$ cat src/rtl/core/zpg_pkg.sv
// zpg_pkg: shared widths, register codes, coefficient and divider word types
// and the sine table for the zone plate pattern generator
// no dependencies
package zpg_pkg;

  localparam int MAX_DIMENSION = 4096;

  // field widths
  localparam int CFG_DATA_W = 13;
  localparam int CFG_IDX_W  = 3;
  localparam int DIM_W      = $clog2(MAX_DIMENSION + 1);
  localparam int COORD_W    = 12;
  localparam int FRAME_W    = 16;
  localparam int RATE_W     = 8;
  localparam int SHIFT_W    = 12;
  localparam int PIX_W      = 10;
  localparam int PHASE_W    = 8;

  // internal widths
  localparam int MAG_W  = 12;             // folded, centred magnitude
  localparam int SQ_W   = 2 * MAG_W;      // square of the magnitude
  localparam int QX_W   = 15;             // 65535 / width
  localparam int KY_W   = 19;             // (128 * height) / width
  localparam int KR_W   = 12;             // remainder below height
  localparam int XLO_W  = 17;             // product bits that reach the x term
  localparam int PK_W   = KR_W + SQ_W;    // remainder times y squared

  // per-pixel long division of PK by height
  localparam int DIV_QUOT_BITS       = SQ_W;
  localparam int DIV_STEPS_PER_STAGE = 4;
  localparam int DIV_STAGES          = DIV_QUOT_BITS / DIV_STEPS_PER_STAGE;

  // shared serial divider for the coefficients
  localparam int CO_NUM_W  = 20;
  localparam int CO_STEPS  = CO_NUM_W;
  localparam int CO_CNT_W  = $clog2(CO_STEPS);

  // register indexes
  localparam logic [CFG_IDX_W-1:0] REG_FRAME_WIDTH    = 3'd0;
  localparam logic [CFG_IDX_W-1:0] REG_FRAME_HEIGHT   = 3'd1;
  localparam logic [CFG_IDX_W-1:0] REG_TIME_RATE      = 3'd2;
  localparam logic [CFG_IDX_W-1:0] REG_CENTRE_SHIFT_X = 3'd3;
  localparam logic [CFG_IDX_W-1:0] REG_CENTRE_SHIFT_Y = 3'd4;

  // reset values
  localparam logic [CFG_DATA_W-1:0] FRAME_WIDTH_RESET  = 13'd1920;
  localparam logic [CFG_DATA_W-1:0] FRAME_HEIGHT_RESET = 13'd1080;
  localparam logic [RATE_W-1:0]     TIME_RATE_RESET    = 8'd1;
  localparam logic [SHIFT_W-1:0]    SHIFT_RESET        = 12'd0;

  localparam logic [CO_NUM_W-1:0] X_NUMERATOR = 20'hFFFF;
  localparam logic [PIX_W-1:0]    CHROMA_GREY = 10'h200;

  typedef struct packed {
    logic [DIM_W-1:0] wc;
    logic [DIM_W-1:0] hc;
    logic [QX_W-1:0]  qx;
    logic [7:0]       kq;
    logic [KR_W-1:0]  kr;
  } coeff_t;

  typedef struct packed {
    logic [KR_W-1:0]          rem;
    logic [DIV_QUOT_BITS-1:0] dividend;
    logic [PHASE_W-1:0]       quot;
    logic [PHASE_W-1:0]       acc;
  } div_word_t;

  function automatic logic [DIM_W-1:0] clamp_dim(input logic [CFG_DATA_W-1:0] d);
    logic [DIM_W-1:0] r;
    if (d < CFG_DATA_W'(2)) r = DIM_W'(2);
    else if (d > CFG_DATA_W'(MAX_DIMENSION)) r = DIM_W'(MAX_DIMENSION);
    else r = DIM_W'(d);
    return r;
  endfunction

  localparam logic [7:0] SINE_LUT [0:255] = '{
    8'd128, 8'd131, 8'd134, 8'd137, 8'd140, 8'd143, 8'd146, 8'd149,
    8'd152, 8'd156, 8'd159, 8'd162, 8'd165, 8'd168, 8'd171, 8'd174,
    8'd176, 8'd179, 8'd182, 8'd185, 8'd188, 8'd191, 8'd193, 8'd196,
    8'd199, 8'd201, 8'd204, 8'd206, 8'd209, 8'd211, 8'd213, 8'd216,
    8'd218, 8'd220, 8'd222, 8'd224, 8'd226, 8'd228, 8'd230, 8'd232,
    8'd234, 8'd236, 8'd237, 8'd239, 8'd240, 8'd242, 8'd243, 8'd245,
    8'd246, 8'd247, 8'd248, 8'd249, 8'd250, 8'd251, 8'd252, 8'd252,
    8'd253, 8'd254, 8'd254, 8'd255, 8'd255, 8'd255, 8'd255, 8'd255,
    8'd255, 8'd255, 8'd255, 8'd255, 8'd255, 8'd255, 8'd254, 8'd254,
    8'd253, 8'd252, 8'd252, 8'd251, 8'd250, 8'd249, 8'd248, 8'd247,
    8'd246, 8'd245, 8'd243, 8'd242, 8'd240, 8'd239, 8'd237, 8'd236,
    8'd234, 8'd232, 8'd230, 8'd228, 8'd226, 8'd224, 8'd222, 8'd220,
    8'd218, 8'd216, 8'd213, 8'd211, 8'd209, 8'd206, 8'd204, 8'd201,
    8'd199, 8'd196, 8'd193, 8'd191, 8'd188, 8'd185, 8'd182, 8'd179,
    8'd176, 8'd174, 8'd171, 8'd168, 8'd165, 8'd162, 8'd159, 8'd156,
    8'd152, 8'd149, 8'd146, 8'd143, 8'd140, 8'd137, 8'd134, 8'd131,
    8'd128, 8'd124, 8'd121, 8'd118, 8'd115, 8'd112, 8'd109, 8'd106,
    8'd103, 8'd99,  8'd96,  8'd93,  8'd90,  8'd87,  8'd84,  8'd81,
    8'd79,  8'd76,  8'd73,  8'd70,  8'd67,  8'd64,  8'd62,  8'd59,
    8'd56,  8'd54,  8'd51,  8'd49,  8'd46,  8'd44,  8'd42,  8'd39,
    8'd37,  8'd35,  8'd33,  8'd31,  8'd29,  8'd27,  8'd25,  8'd23,
    8'd21,  8'd19,  8'd18,  8'd16,  8'd15,  8'd13,  8'd12,  8'd10,
    8'd9,   8'd8,   8'd7,   8'd6,   8'd5,   8'd4,   8'd3,   8'd3,
    8'd2,   8'd1,   8'd1,   8'd0,   8'd0,   8'd0,   8'd0,   8'd0,
    8'd0,   8'd0,   8'd0,   8'd0,   8'd0,   8'd0,   8'd1,   8'd1,
    8'd2,   8'd3,   8'd3,   8'd4,   8'd5,   8'd6,   8'd7,   8'd8,
    8'd9,   8'd10,  8'd12,  8'd13,  8'd15,  8'd16,  8'd18,  8'd19,
    8'd21,  8'd23,  8'd25,  8'd27,  8'd29,  8'd31,  8'd33,  8'd35,
    8'd37,  8'd39,  8'd42,  8'd44,  8'd46,  8'd49,  8'd51,  8'd54,
    8'd56,  8'd59,  8'd62,  8'd64,  8'd67,  8'd70,  8'd73,  8'd76,
    8'd79,  8'd81,  8'd84,  8'd87,  8'd90,  8'd93,  8'd96,  8'd99,
    8'd103, 8'd106, 8'd109, 8'd112, 8'd115, 8'd118, 8'd121, 8'd124
  };

endpackage

$ cat src/rtl/core/zpg_coeff.sv
// zpg_coeff: clamps the picture size and works out the per-picture
// coefficients with one shared bit-serial divider; uses zpg_pkg
module zpg_coeff (
  input  logic                               clk,
  input  logic                               rst,
  input  logic [zpg_pkg::CFG_DATA_W-1:0]     frame_width,
  input  logic [zpg_pkg::CFG_DATA_W-1:0]     frame_height,
  input  logic                               recalc,
  output logic                               busy,
  output zpg_pkg::coeff_t                    coeff
);

  typedef enum logic [7:0] {
    ST_PREP   = 8'b0000_0001,
    ST_LOAD_X = 8'b0000_0010,
    ST_DIV_X  = 8'b0000_0100,
    ST_LOAD_K = 8'b0000_1000,
    ST_DIV_K  = 8'b0001_0000,
    ST_LOAD_Q = 8'b0010_0000,
    ST_DIV_Q  = 8'b0100_0000,
    ST_IDLE   = 8'b1000_0000
  } co_state_t;

  co_state_t                      state;
  logic [zpg_pkg::CO_CNT_W-1:0]   cnt;
  logic [zpg_pkg::CO_NUM_W-1:0]   num;
  logic [zpg_pkg::DIM_W-1:0]      den;
  logic [zpg_pkg::KR_W-1:0]       rem;
  logic [zpg_pkg::CO_NUM_W-1:0]   quot;
  logic [zpg_pkg::DIM_W-1:0]      wc;
  logic [zpg_pkg::DIM_W-1:0]      hc;
  logic [zpg_pkg::QX_W-1:0]       qx;
  logic [zpg_pkg::KY_W-1:0]       ky2;
  logic [7:0]                     kq;
  logic [zpg_pkg::KR_W-1:0]       kr;

  logic [zpg_pkg::KR_W:0]         rem_sh;
  logic                           ge;
  logic [zpg_pkg::KR_W-1:0]       rem_next;
  logic [zpg_pkg::CO_NUM_W-1:0]   quot_next;
  logic                           last_step;

  // one restoring step: remainder stays below the divisor
  always_comb begin
    rem_sh    = {rem, num[zpg_pkg::CO_NUM_W-1]};
    ge        = ({1'b0, rem_sh} >= {1'b0, den});
    rem_next  = ge ? zpg_pkg::KR_W'(rem_sh - den) : rem_sh[zpg_pkg::KR_W-1:0];
    quot_next = {quot[zpg_pkg::CO_NUM_W-2:0], ge};
    last_step = (cnt == zpg_pkg::CO_CNT_W'(zpg_pkg::CO_STEPS - 1));
  end

  always_ff @(posedge clk) begin
    wc <= zpg_pkg::clamp_dim(frame_width);
    hc <= zpg_pkg::clamp_dim(frame_height);
    if (rst || recalc) begin
      state <= ST_PREP;
      cnt   <= '0;
    end else begin
      case (state)
        ST_PREP: begin
          state <= ST_LOAD_X;
        end
        ST_LOAD_X: begin
          num   <= zpg_pkg::X_NUMERATOR;
          den   <= wc;
          rem   <= '0;
          quot  <= '0;
          cnt   <= '0;
          state <= ST_DIV_X;
        end
        ST_DIV_X: begin
          num  <= num << 1;
          rem  <= rem_next;
          quot <= quot_next;
          cnt  <= cnt + 1'b1;
          if (last_step) begin
            qx    <= quot_next[zpg_pkg::QX_W-1:0];
            state <= ST_LOAD_K;
          end
        end
        ST_LOAD_K: begin
          num   <= zpg_pkg::CO_NUM_W'({hc, 7'b0});
          den   <= wc;
          rem   <= '0;
          quot  <= '0;
          cnt   <= '0;
          state <= ST_DIV_K;
        end
        ST_DIV_K: begin
          num  <= num << 1;
          rem  <= rem_next;
          quot <= quot_next;
          cnt  <= cnt + 1'b1;
          if (last_step) begin
            ky2   <= quot_next[zpg_pkg::KY_W-1:0];
            state <= ST_LOAD_Q;
          end
        end
        ST_LOAD_Q: begin
          num   <= zpg_pkg::CO_NUM_W'(ky2);
          den   <= hc;
          rem   <= '0;
          quot  <= '0;
          cnt   <= '0;
          state <= ST_DIV_Q;
        end
        ST_DIV_Q: begin
          num  <= num << 1;
          rem  <= rem_next;
          quot <= quot_next;
          cnt  <= cnt + 1'b1;
          if (last_step) begin
            kq    <= quot_next[7:0];
            kr    <= rem_next;
            state <= ST_IDLE;
          end
        end
        ST_IDLE: begin
          state <= ST_IDLE;
        end
        default: begin
          state <= ST_PREP;
        end
      endcase
    end
  end

  assign busy     = (state != ST_IDLE);
  assign coeff.wc = wc;
  assign coeff.hc = hc;
  assign coeff.qx = qx;
  assign coeff.kq = kq;
  assign coeff.kr = kr;

endmodule

$ cat src/rtl/core/zpg_front.sv
// zpg_front: five pipeline stages from pixel position to the x term, the
// partial y and time terms and the dividend for the y division; uses zpg_pkg
module zpg_front (
  input  logic                             clk,
  input  logic                             rst,
  input  logic                             in_valid,
  output logic                             in_ready,
  input  logic [zpg_pkg::COORD_W-1:0]      column,
  input  logic [zpg_pkg::COORD_W-1:0]      line_index,
  input  logic [zpg_pkg::FRAME_W-1:0]      frame_count,
  input  zpg_pkg::coeff_t                  coeff,
  input  logic [zpg_pkg::RATE_W-1:0]       time_rate,
  input  logic [zpg_pkg::SHIFT_W-1:0]      centre_shift_x,
  input  logic [zpg_pkg::SHIFT_W-1:0]      centre_shift_y,
  output logic                             out_valid,
  input  logic                             out_ready,
  output zpg_pkg::div_word_t               out_word
);

  localparam int V_W = zpg_pkg::MAG_W + 2;

  // fold onto the first half, with the coordinate saturated to the picture
  function automatic logic [zpg_pkg::COORD_W-1:0] fold(
    input logic [zpg_pkg::COORD_W-1:0] c,
    input logic [zpg_pkg::DIM_W-1:0]   dim
  );
    logic [zpg_pkg::DIM_W-1:0] last;
    logic [zpg_pkg::DIM_W-1:0] cc;
    logic [zpg_pkg::DIM_W-1:0] half;
    last = dim - 1'b1;
    cc   = (zpg_pkg::DIM_W'(c) > last) ? last : zpg_pkg::DIM_W'(c);
    half = dim >> 1;
    return (cc < half) ? zpg_pkg::COORD_W'(cc) : zpg_pkg::COORD_W'(last - cc);
  endfunction

  // centre, offset and take the magnitude
  function automatic logic [zpg_pkg::MAG_W-1:0] centre_mag(
    input logic [zpg_pkg::COORD_W-1:0] idx,
    input logic [zpg_pkg::DIM_W-1:0]   dim,
    input logic [zpg_pkg::SHIFT_W-1:0] shift
  );
    logic [V_W-1:0] v;
    v = V_W'(idx) - V_W'(dim >> 1)
      - {{(V_W - zpg_pkg::SHIFT_W){shift[zpg_pkg::SHIFT_W-1]}}, shift};
    if (v[V_W-1]) v = -v;
    return v[zpg_pkg::MAG_W-1:0];
  endfunction

  logic a_en, b_en, c_en, d_en, e_en;
  logic a_v, b_v, c_v, d_v, e_v;

  logic [zpg_pkg::COORD_W-1:0]  a_ix, a_iy;
  logic [zpg_pkg::PHASE_W-1:0]  a_t, b_t, c_t, d_t;
  logic [zpg_pkg::MAG_W-1:0]    b_mx, b_my;
  logic [zpg_pkg::SQ_W-1:0]     c_xx, c_yy;
  logic [zpg_pkg::PHASE_W-1:0]  d_xt, d_pq;
  logic [zpg_pkg::PK_W-1:0]     d_pk;
  zpg_pkg::div_word_t           e_word;

  logic [2*zpg_pkg::RATE_W-1:0]               t_full;
  logic [zpg_pkg::QX_W+zpg_pkg::XLO_W-1:0]    px_full;
  logic [2*zpg_pkg::PHASE_W-1:0]              pq_full;

  assign e_en = !e_v || out_ready;
  assign d_en = !d_v || e_en;
  assign c_en = !c_v || d_en;
  assign b_en = !b_v || c_en;
  assign a_en = !a_v || b_en;
  assign in_ready = a_en;

  assign t_full  = time_rate * frame_count[zpg_pkg::RATE_W-1:0];
  assign px_full = coeff.qx * c_xx[zpg_pkg::XLO_W-1:0];
  assign pq_full = coeff.kq * c_yy[zpg_pkg::PHASE_W-1:0];

  always_ff @(posedge clk) begin
    if (rst) begin
      a_v <= 1'b0;
      b_v <= 1'b0;
      c_v <= 1'b0;
      d_v <= 1'b0;
      e_v <= 1'b0;
    end else begin
      if (a_en) a_v <= in_valid;
      if (b_en) b_v <= a_v;
      if (c_en) c_v <= b_v;
      if (d_en) d_v <= c_v;
      if (e_en) e_v <= d_v;
    end
    if (a_en) begin
      a_ix <= fold(column, coeff.wc);
      a_iy <= fold(line_index, coeff.hc);
      a_t  <= t_full[zpg_pkg::PHASE_W-1:0];
    end
    if (b_en) begin
      b_mx <= centre_mag(a_ix, coeff.wc, centre_shift_x);
      b_my <= centre_mag(a_iy, coeff.hc, centre_shift_y);
      b_t  <= a_t;
    end
    if (c_en) begin
      c_xx <= b_mx * b_mx;
      c_yy <= b_my * b_my;
      c_t  <= b_t;
    end
    if (d_en) begin
      // bits 16..23 of 128*qx*xx are bits 9..16 of qx*xx
      d_xt <= px_full[zpg_pkg::XLO_W-1:zpg_pkg::XLO_W-zpg_pkg::PHASE_W];
      d_pq <= pq_full[zpg_pkg::PHASE_W-1:0];
      d_pk <= coeff.kr * c_yy;
      d_t  <= c_t;
    end
    if (e_en) begin
      e_word.acc      <= d_xt + d_pq + d_t;
      e_word.rem      <= d_pk[zpg_pkg::PK_W-1:zpg_pkg::DIV_QUOT_BITS];
      e_word.dividend <= d_pk[zpg_pkg::DIV_QUOT_BITS-1:0];
      e_word.quot     <= '0;
    end
  end

  assign out_valid = e_v;
  assign out_word  = e_word;

endmodule

$ cat src/rtl/core/zpg_div_stage.sv
// zpg_div_stage: one register stage of the long division by the picture
// height, four quotient bits per stage; uses zpg_pkg
module zpg_div_stage (
  input  logic                        clk,
  input  logic                        rst,
  input  logic [zpg_pkg::DIM_W-1:0]   divisor,
  input  logic                        in_valid,
  output logic                        in_ready,
  input  zpg_pkg::div_word_t          in_word,
  output logic                        out_valid,
  input  logic                        out_ready,
  output zpg_pkg::div_word_t          out_word
);

  logic               v;
  zpg_pkg::div_word_t word;
  zpg_pkg::div_word_t word_next;
  logic               en;

  always_comb begin
    logic [zpg_pkg::KR_W:0] sh;
    logic                   ge;
    word_next = in_word;
    for (int k = 0; k < zpg_pkg::DIV_STEPS_PER_STAGE; k++) begin
      sh = {word_next.rem, word_next.dividend[zpg_pkg::DIV_QUOT_BITS-1]};
      ge = ({1'b0, sh} >= {1'b0, divisor});
      word_next.dividend = word_next.dividend << 1;
      word_next.rem  = ge ? zpg_pkg::KR_W'(sh - divisor) : sh[zpg_pkg::KR_W-1:0];
      word_next.quot = {word_next.quot[zpg_pkg::PHASE_W-2:0], ge};
    end
  end

  assign en       = !v || out_ready;
  assign in_ready = en;

  always_ff @(posedge clk) begin
    if (rst) begin
      v <= 1'b0;
    end else if (en) begin
      v <= in_valid;
    end
    if (en) word <= word_next;
  end

  assign out_valid = v;
  assign out_word  = word;

endmodule

$ cat src/rtl/core/zpg_out.sv
// zpg_out: final phase sum, sine table look-up and the output register
// uses zpg_pkg
module zpg_out (
  input  logic                        clk,
  input  logic                        rst,
  input  logic                        in_valid,
  output logic                        in_ready,
  input  zpg_pkg::div_word_t          in_word,
  output logic                        out_valid,
  input  logic                        out_ready,
  output logic [zpg_pkg::PIX_W-1:0]   luma
);

  logic                          v;
  logic                          en;
  logic [zpg_pkg::PHASE_W-1:0]   phase;

  assign phase    = in_word.acc + in_word.quot;
  assign en       = !v || out_ready;
  assign in_ready = en;

  always_ff @(posedge clk) begin
    if (rst) begin
      v <= 1'b0;
    end else if (en) begin
      v <= in_valid;
    end
    if (en) luma <= {zpg_pkg::SINE_LUT[phase], 2'b00};
  end

  assign out_valid = v;

endmodule

$ cat src/rtl/core/zone_plate_pattern_generator.sv
// zone_plate_pattern_generator: top level, configuration registers and the
// pixel pipeline; uses zpg_pkg, zpg_coeff, zpg_front, zpg_div_stage, zpg_out
//
// one pixel of a moving elliptical zone plate per input word: column and line
// are folded onto the top-left quadrant, centred and offset, squared, and the
// phase x term + y term + time_rate*frame_count picks a sine value that comes
// out as luma (sine*4) with chroma held at neutral grey. a new word is taken
// every clock and a result leaves every clock when nothing stalls. a word passes
// 5 front stages, 6 stages of the y-term division by the height, 4 quotient
// bits each, and the look-up/output register. every stage has its own valid
// bit and holds when the stage after it is full, so a stall at the output only
// backs up as far as it has to. the picture-size coefficients (65535/width,
// 128*height/width and its split by height) come from one bit-serial divider;
// in_ready stays low while it runs after reset and after each write of
// frame_width or frame_height. cfg_ready is always high.
module zone_plate_pattern_generator (
  input  logic                             clk,
  input  logic                             rst,
  // configuration write channel
  input  logic                             cfg_valid,
  output logic                             cfg_ready,
  input  logic [zpg_pkg::CFG_IDX_W-1:0]    cfg_index,
  input  logic [zpg_pkg::CFG_DATA_W-1:0]   cfg_data,
  // pixel position words
  input  logic                             in_valid,
  output logic                             in_ready,
  input  logic [zpg_pkg::COORD_W-1:0]      column,
  input  logic [zpg_pkg::COORD_W-1:0]      line_index,
  input  logic [zpg_pkg::FRAME_W-1:0]      frame_count,
  // pixel words
  output logic                             out_valid,
  input  logic                             out_ready,
  output logic [zpg_pkg::PIX_W-1:0]        luma,
  output logic [zpg_pkg::PIX_W-1:0]        chroma
);

  // configuration registers
  logic [zpg_pkg::CFG_DATA_W-1:0] frame_width;
  logic [zpg_pkg::CFG_DATA_W-1:0] frame_height;
  logic [zpg_pkg::RATE_W-1:0]     time_rate;
  logic [zpg_pkg::SHIFT_W-1:0]    centre_shift_x;
  logic [zpg_pkg::SHIFT_W-1:0]    centre_shift_y;

  logic                           cfg_write;
  logic                           recalc;
  logic                           busy;
  zpg_pkg::coeff_t                coeff;

  logic                           front_ready;

  // division chain, one more slot than stages
  logic                           chain_valid [zpg_pkg::DIV_STAGES+1];
  logic                           chain_ready [zpg_pkg::DIV_STAGES+1];
  zpg_pkg::div_word_t             chain_word  [zpg_pkg::DIV_STAGES+1];

  assign cfg_ready = 1'b1;
  assign cfg_write = cfg_valid && cfg_ready;

  // a new picture size means new coefficients
  assign recalc = cfg_write &&
                  ((cfg_index == zpg_pkg::REG_FRAME_WIDTH) ||
                   (cfg_index == zpg_pkg::REG_FRAME_HEIGHT));

  always_ff @(posedge clk) begin
    if (rst) begin
      frame_width    <= zpg_pkg::FRAME_WIDTH_RESET;
      frame_height   <= zpg_pkg::FRAME_HEIGHT_RESET;
      time_rate      <= zpg_pkg::TIME_RATE_RESET;
      centre_shift_x <= zpg_pkg::SHIFT_RESET;
      centre_shift_y <= zpg_pkg::SHIFT_RESET;
    end else if (cfg_write) begin
      case (cfg_index)
        zpg_pkg::REG_FRAME_WIDTH:    frame_width    <= cfg_data;
        zpg_pkg::REG_FRAME_HEIGHT:   frame_height   <= cfg_data;
        zpg_pkg::REG_TIME_RATE:      time_rate      <= cfg_data[zpg_pkg::RATE_W-1:0];
        zpg_pkg::REG_CENTRE_SHIFT_X: centre_shift_x <= cfg_data[zpg_pkg::SHIFT_W-1:0];
        zpg_pkg::REG_CENTRE_SHIFT_Y: centre_shift_y <= cfg_data[zpg_pkg::SHIFT_W-1:0];
        default: begin
        end
      endcase
    end
  end

  // per-picture coefficients
  zpg_coeff u_coeff (
    .clk          (clk),
    .rst          (rst),
    .frame_width  (frame_width),
    .frame_height (frame_height),
    .recalc       (recalc),
    .busy         (busy),
    .coeff        (coeff)
  );

  // input is held off while the coefficients are being worked out
  assign in_ready = front_ready && !busy;

  zpg_front u_front (
    .clk            (clk),
    .rst            (rst),
    .in_valid       (in_valid && !busy),
    .in_ready       (front_ready),
    .column         (column),
    .line_index     (line_index),
    .frame_count    (frame_count),
    .coeff          (coeff),
    .time_rate      (time_rate),
    .centre_shift_x (centre_shift_x),
    .centre_shift_y (centre_shift_y),
    .out_valid      (chain_valid[0]),
    .out_ready      (chain_ready[0]),
    .out_word       (chain_word[0])
  );

  // y term: floor(kr*yy / height), low quotient bits, four bits per stage
  for (genvar g = 0; g < zpg_pkg::DIV_STAGES; g++) begin : g_div
    zpg_div_stage u_div (
      .clk       (clk),
      .rst       (rst),
      .divisor   (coeff.hc),
      .in_valid  (chain_valid[g]),
      .in_ready  (chain_ready[g]),
      .in_word   (chain_word[g]),
      .out_valid (chain_valid[g+1]),
      .out_ready (chain_ready[g+1]),
      .out_word  (chain_word[g+1])
    );
  end

  zpg_out u_out (
    .clk       (clk),
    .rst       (rst),
    .in_valid  (chain_valid[zpg_pkg::DIV_STAGES]),
    .in_ready  (chain_ready[zpg_pkg::DIV_STAGES]),
    .in_word   (chain_word[zpg_pkg::DIV_STAGES]),
    .out_valid (out_valid),
    .out_ready (out_ready),
    .luma      (luma)
  );

  // chroma never changes
  assign chroma = zpg_pkg::CHROMA_GREY;

endmodule
$ cat config.mk
export PLATFORM = sky130hd
export DESIGN_NAME = zone_plate_pattern_generator
export DESIGN_NICKNAME = d
export VERILOG_FILES = /design/src/rtl/core/zpg_pkg.sv /design/src/rtl/core/zpg_coeff.sv /design/src/rtl/core/zpg_front.sv /design/src/rtl/core/zpg_div_stage.sv /design/src/rtl/core/zpg_out.sv /design/src/rtl/core/zone_plate_pattern_generator.sv
export SDC_FILE = /design/constraint.sdc
export NUM_CORES = 2
export LEC_CHECK = 0
export ABC_AREA = 0
export BUFFER_PORTS_ARGS = -buffer_cell sky130_fd_sc_hd__buf_2
export CORE_MARGIN = 4
export CORE_UTILIZATION = 55
export DETAILED_ROUTE_END_ITERATION = 10
export HOLD_SLACK_MARGIN = 0.06
export PLACE_DENSITY = 0.71
export SLEW_MARGIN = 20
export SYNTH_ARGS = -nofsm -noshare
export SYNTH_HDL_FRONTEND = slang
export SYNTH_HIERARCHICAL = 1
export SYNTH_SLANG_ARGS = --single-unit
export TNS_END_PERCENT = 10
$ cat constraint.sdc
create_clock -name clk -period 34.9 [get_ports clk]
set_clock_uncertainty 0.2 [all_clocks]
set_input_delay 10.47 -clock clk [delete_from_list [all_inputs] [get_ports clk]]
set_output_delay 10.47 -clock clk [all_outputs]
set_load 0.01 [all_outputs]
# Word-level counts from Yosys, hierarchy flattened
# Memories as Yosys holds them, arrays and structs flattened. A register that Yosys moved wholly into a read port is not among the register bits.
# Index checks and enable logic that the tools add are counted.
# op_classes
bitwise	2
magnitude_cmp	33
n_eq_ne	17
reduce_logical	51
addsub	38
mul	6
n_mux	41
# ops
cell	count
2-to-1 mux 12 bit	28
>= comparator 13 bit	25
subtractor 12 bit	26
one-hot mux 20 bit (4 select lines)	1
one-hot mux 8 bit (8 select lines)	1
2-to-1 mux 13 bit	4
multiplier 12 x 24 -> 36 bit	1
one-hot mux 18 bit (2 select lines)	1
subtractor 13 x 12 -> 14 bit	2
greater-than comparator 12 x 13 -> 1 bit	2
greater-than comparator 13 bit, second input constant	2
< comparator 13 x 12 -> 1 bit	2
< comparator 13 x 2 -> 1 bit, second input constant	2
one-hot mux 13 bit (2 select lines)	1
subtractor 12 x 12 -> 13 bit	2
subtractor 13 x 1 -> 13 bit, second input constant	2
adder 8 bit	3
multiplier 12 x 12 -> 24 bit	1
2-to-1 mux 8 bit	3
negation 12 bit	2
one-hot mux 12 bit (2 select lines)	1
multiplier 12 x 12 -> 17 bit	1
multiplier 15 x 17 -> 17 bit	1
multiplier 8 x 8 -> 8 bit	2
other kinds (28)	72
# word_totals
in_bits	61
wordCells	254
ff_bits	623
mem_bits_ro	2048
out_inout_bits	23
memories	1
# memory_table
memory	words	width	read_ports	rd_ports_with_merged_regs	wr	line_no	rtl
(no name shown)	256	8	1	1	0	zpg_out.sv:28	if (en) luma <= {zpg_pkg::SINE_LUT[phase], 2'b00};

# Longest topological paths before layout
# depth
ltp_word	14
ltp_mapped	42

# Cells and area by module
# The synthesis kept the hierarchy.
# by_module_without_submodules
mod	area_per_inst_um2	seq_area_each_um2	cells_per_inst	n_inst
zpg_front	33399.5	6556.3	3530	1
zpg_div_stage (g_div[0].u_div ...)	4346.7	1461.4	436	5
zpg_coeff	6648.9	4294.1	506	1
zpg_div_stage (g_div[3].u_div)	4372.9	1461.4	438	1
zpg_out	2740.1	260.2	402	1
zone_plate_pattern_generator	2506.2	1161.1	237	1

# Least setup slack after synthesis
# No wires, ideal clock.
# synth_timing
kind	in2out
from	input port out_ready
to	output port in_ready
arrival_ns	20.542
setup_slack_ns	3.688
stages	11
path_cell_list	nand2b_1 > nand2b_1 > nand2b_1 > nand2b_1 > nand2b_1 > nand2b_1 > nand2b_1 > nor2b_1 > and3_1 > nand3_1 > nor2b_1
# synth_rtl
element	line_no	rtl
from (decl)	zone_plate_pattern_generator.sv:32	input logic out_ready,
to (decl)	zone_plate_pattern_generator.sv:26	output logic in_ready,

==> reports/results.ini <==
[global_route]
gr-usage-all-layers_pct=24.6
first_global_vias=50100
grt.overflow.total=0
grt_first_pass_wirelength_um=256000
antenna_found_initial=7
grt_max_degree=82

[worst_hold_path]
whs_path_depth=0
hold_path.class=flop to flop

[critical_path]
r2r_start=u_coeff/hc[8]
reg2regPathDepth=35
critPathKind=primary input to output port
cp_max_fo=42
reg2reg_to=g_div[4].u_div/out_word[50]
end_kind=output port
regToRegSetupSlack_ns=24.68
cp-start-kind=primary input
cp-startpoint=out_ready
arrival_ns=16.50
worst_ep_required_time_ns=24.23
critical_path.endpoint=in_ready

[route]
ant_nets=0
routed_via_density=5.70
drtIter0Drc=3626
drt_first_pass_iters=11
vias=49900
post_drt_wl_per_cell_um=18.1
drc=0
routed_wirelength_um=158000

[die]
pin_count=84
start_util_pct=55.4
die_w_um=358
die_h_um=358
num_rows=128
core_area_sq_um=122000
dieArea_sq_um=128000

[cts]
cts_resized=0
postCtsSetupBuffers=0
clock_tree.root_cell=clkbuf_16
htreeDepth=3
clockBufferDepth=3
cts.clk_slew.worst_paths_ns=0.06
cts_tree=done
ctsHoldBuffers=0
clock_latency_ns=0.68
cts_buffers=68
cts_sinks=629

[finish]
final_area_sq_um=71500
drive_gt1_share_pct=7.11
areaGrowthSynthToFinish_pct=5.86
final_common_cell=inv_1
final_cell_mix=998 x inv_1, 722 x ha_1, 618 x nand2_1
layout.nets=8355

[timing]
fin_tns_setup_ns=0
slew_headroom_pct=24.8
min_period_ns=27.17
max_freq_mhz=36.8
period_share_pct=77.9
drv_slew=0
tightest_slew_ns=1.10
rsz0062_at_grt=false
hold_viol_final=0
finalSetupViolations=0

[logic_synthesis]
avgSynthCellArea_sq_um=9.52
yosysWarnings=6
synthesis.area_sq_um=67500
netlist_instances=7090

[placed_design]
placed_area_sq_um=69200
portBuffers=62
routabilityCongestion=0.915
dp_hpwl_um=122000

[flow_run]
maxCapViolCount=0

[run_status]
status=finished, final reports clean

[final cells by class]
| class | count | area [sq um] |
|---|---|---|
| fillers | 10500 | 50400 |
| inverters | 1025 | 3850 |
| repair buffers | 113 | 693 |
| flip-flops and latches | 629 | 17800 |
| clock buffers | 85 | 1830 |
| multi-input cells | 5234 | 44800 |
| diodes | 2 | 5.00 |
| well taps | 1625 | 2030 |
| clock inverters | 41 | 429 |
[critical path: stages]
cell and delay, ns:
buf_2 0.07, nand2b_1 0.40, nand2b_1 0.68, nand2b_1 0.19, buf_4 0.35, nand2b_1 0.16, buf_4 0.36, nand2b_2 0.75
nand2b_2 0.88, nand2b_2 0.26, buf_4 0.46, nor2b_1 0.22, and3_1 0.30, nand3_2 0.09, buf_4 0.45, nor2b_1 0.18
buf_2 0.14
[metrics by stage]
step                      instances  hold WS (ns)  util, %  setup slack [ns]
after CTS                      8752         0.207     58.6              7.59
after floorplan                7110         0.200        -              6.38
final                          8754         0.208     58.6              7.73
after global routing           8752         0.217     58.6              7.10
after global placement         8626         0.202     56.8              7.76
after detailed placement       8626         0.205     56.8              7.58
[how the worst min path moves through the flow]
stage                                           start                     endpoint  slack [ns]
after detailed placement         u_front/out_word[20]  g_div[0].u_div/out_word[24]        0.20
after floorplan                   u_front/out_word[0]   g_div[0].u_div/out_word[0]        0.20
after global routing      g_div[3].u_div/out_word[33]  g_div[4].u_div/out_word[37]        0.22
after global placement                u_front/d_pk[1]         u_front/out_word[17]        0.20
after CTS                              u_front/a_t[0]               u_front/b_t[0]        0.21
final                     g_div[3].u_div/out_word[33]  g_div[4].u_div/out_word[37]        0.21
[routing by layer]
metal	track usage, %	part of all wire [%]
met1	32.3	43
met2	42.7	49
met3	2.91	5.0
met4	7.66	2.9
met5	0	0.023
[registers in the layout, indices dropped and copies added, names as in the netlist, 13 cells and up]
| register | flops |
|---|---|
| frame_height | 13 |
| u_coeff/wc | 13 |
| u_coeff/hc | 13 |
| u_coeff/num | 20 |
| u_front/out_word | 44 |
| u_front/c_yy | 23 |
| u_coeff/den | 13 |
| u_coeff/qx | 15 |
| frame_width | 13 |
| u_coeff/quot | 18 |
| u_coeff/ky2 | 19 |
| u_front/c_xx | 16 |
| u_front/d_pk | 36 |
| g_div.u_div/out_word | 180 |
Power is left out: the tool's default activity adds up to more than one toggle a clock period on the data nets, which glitch-free logic cannot reach.
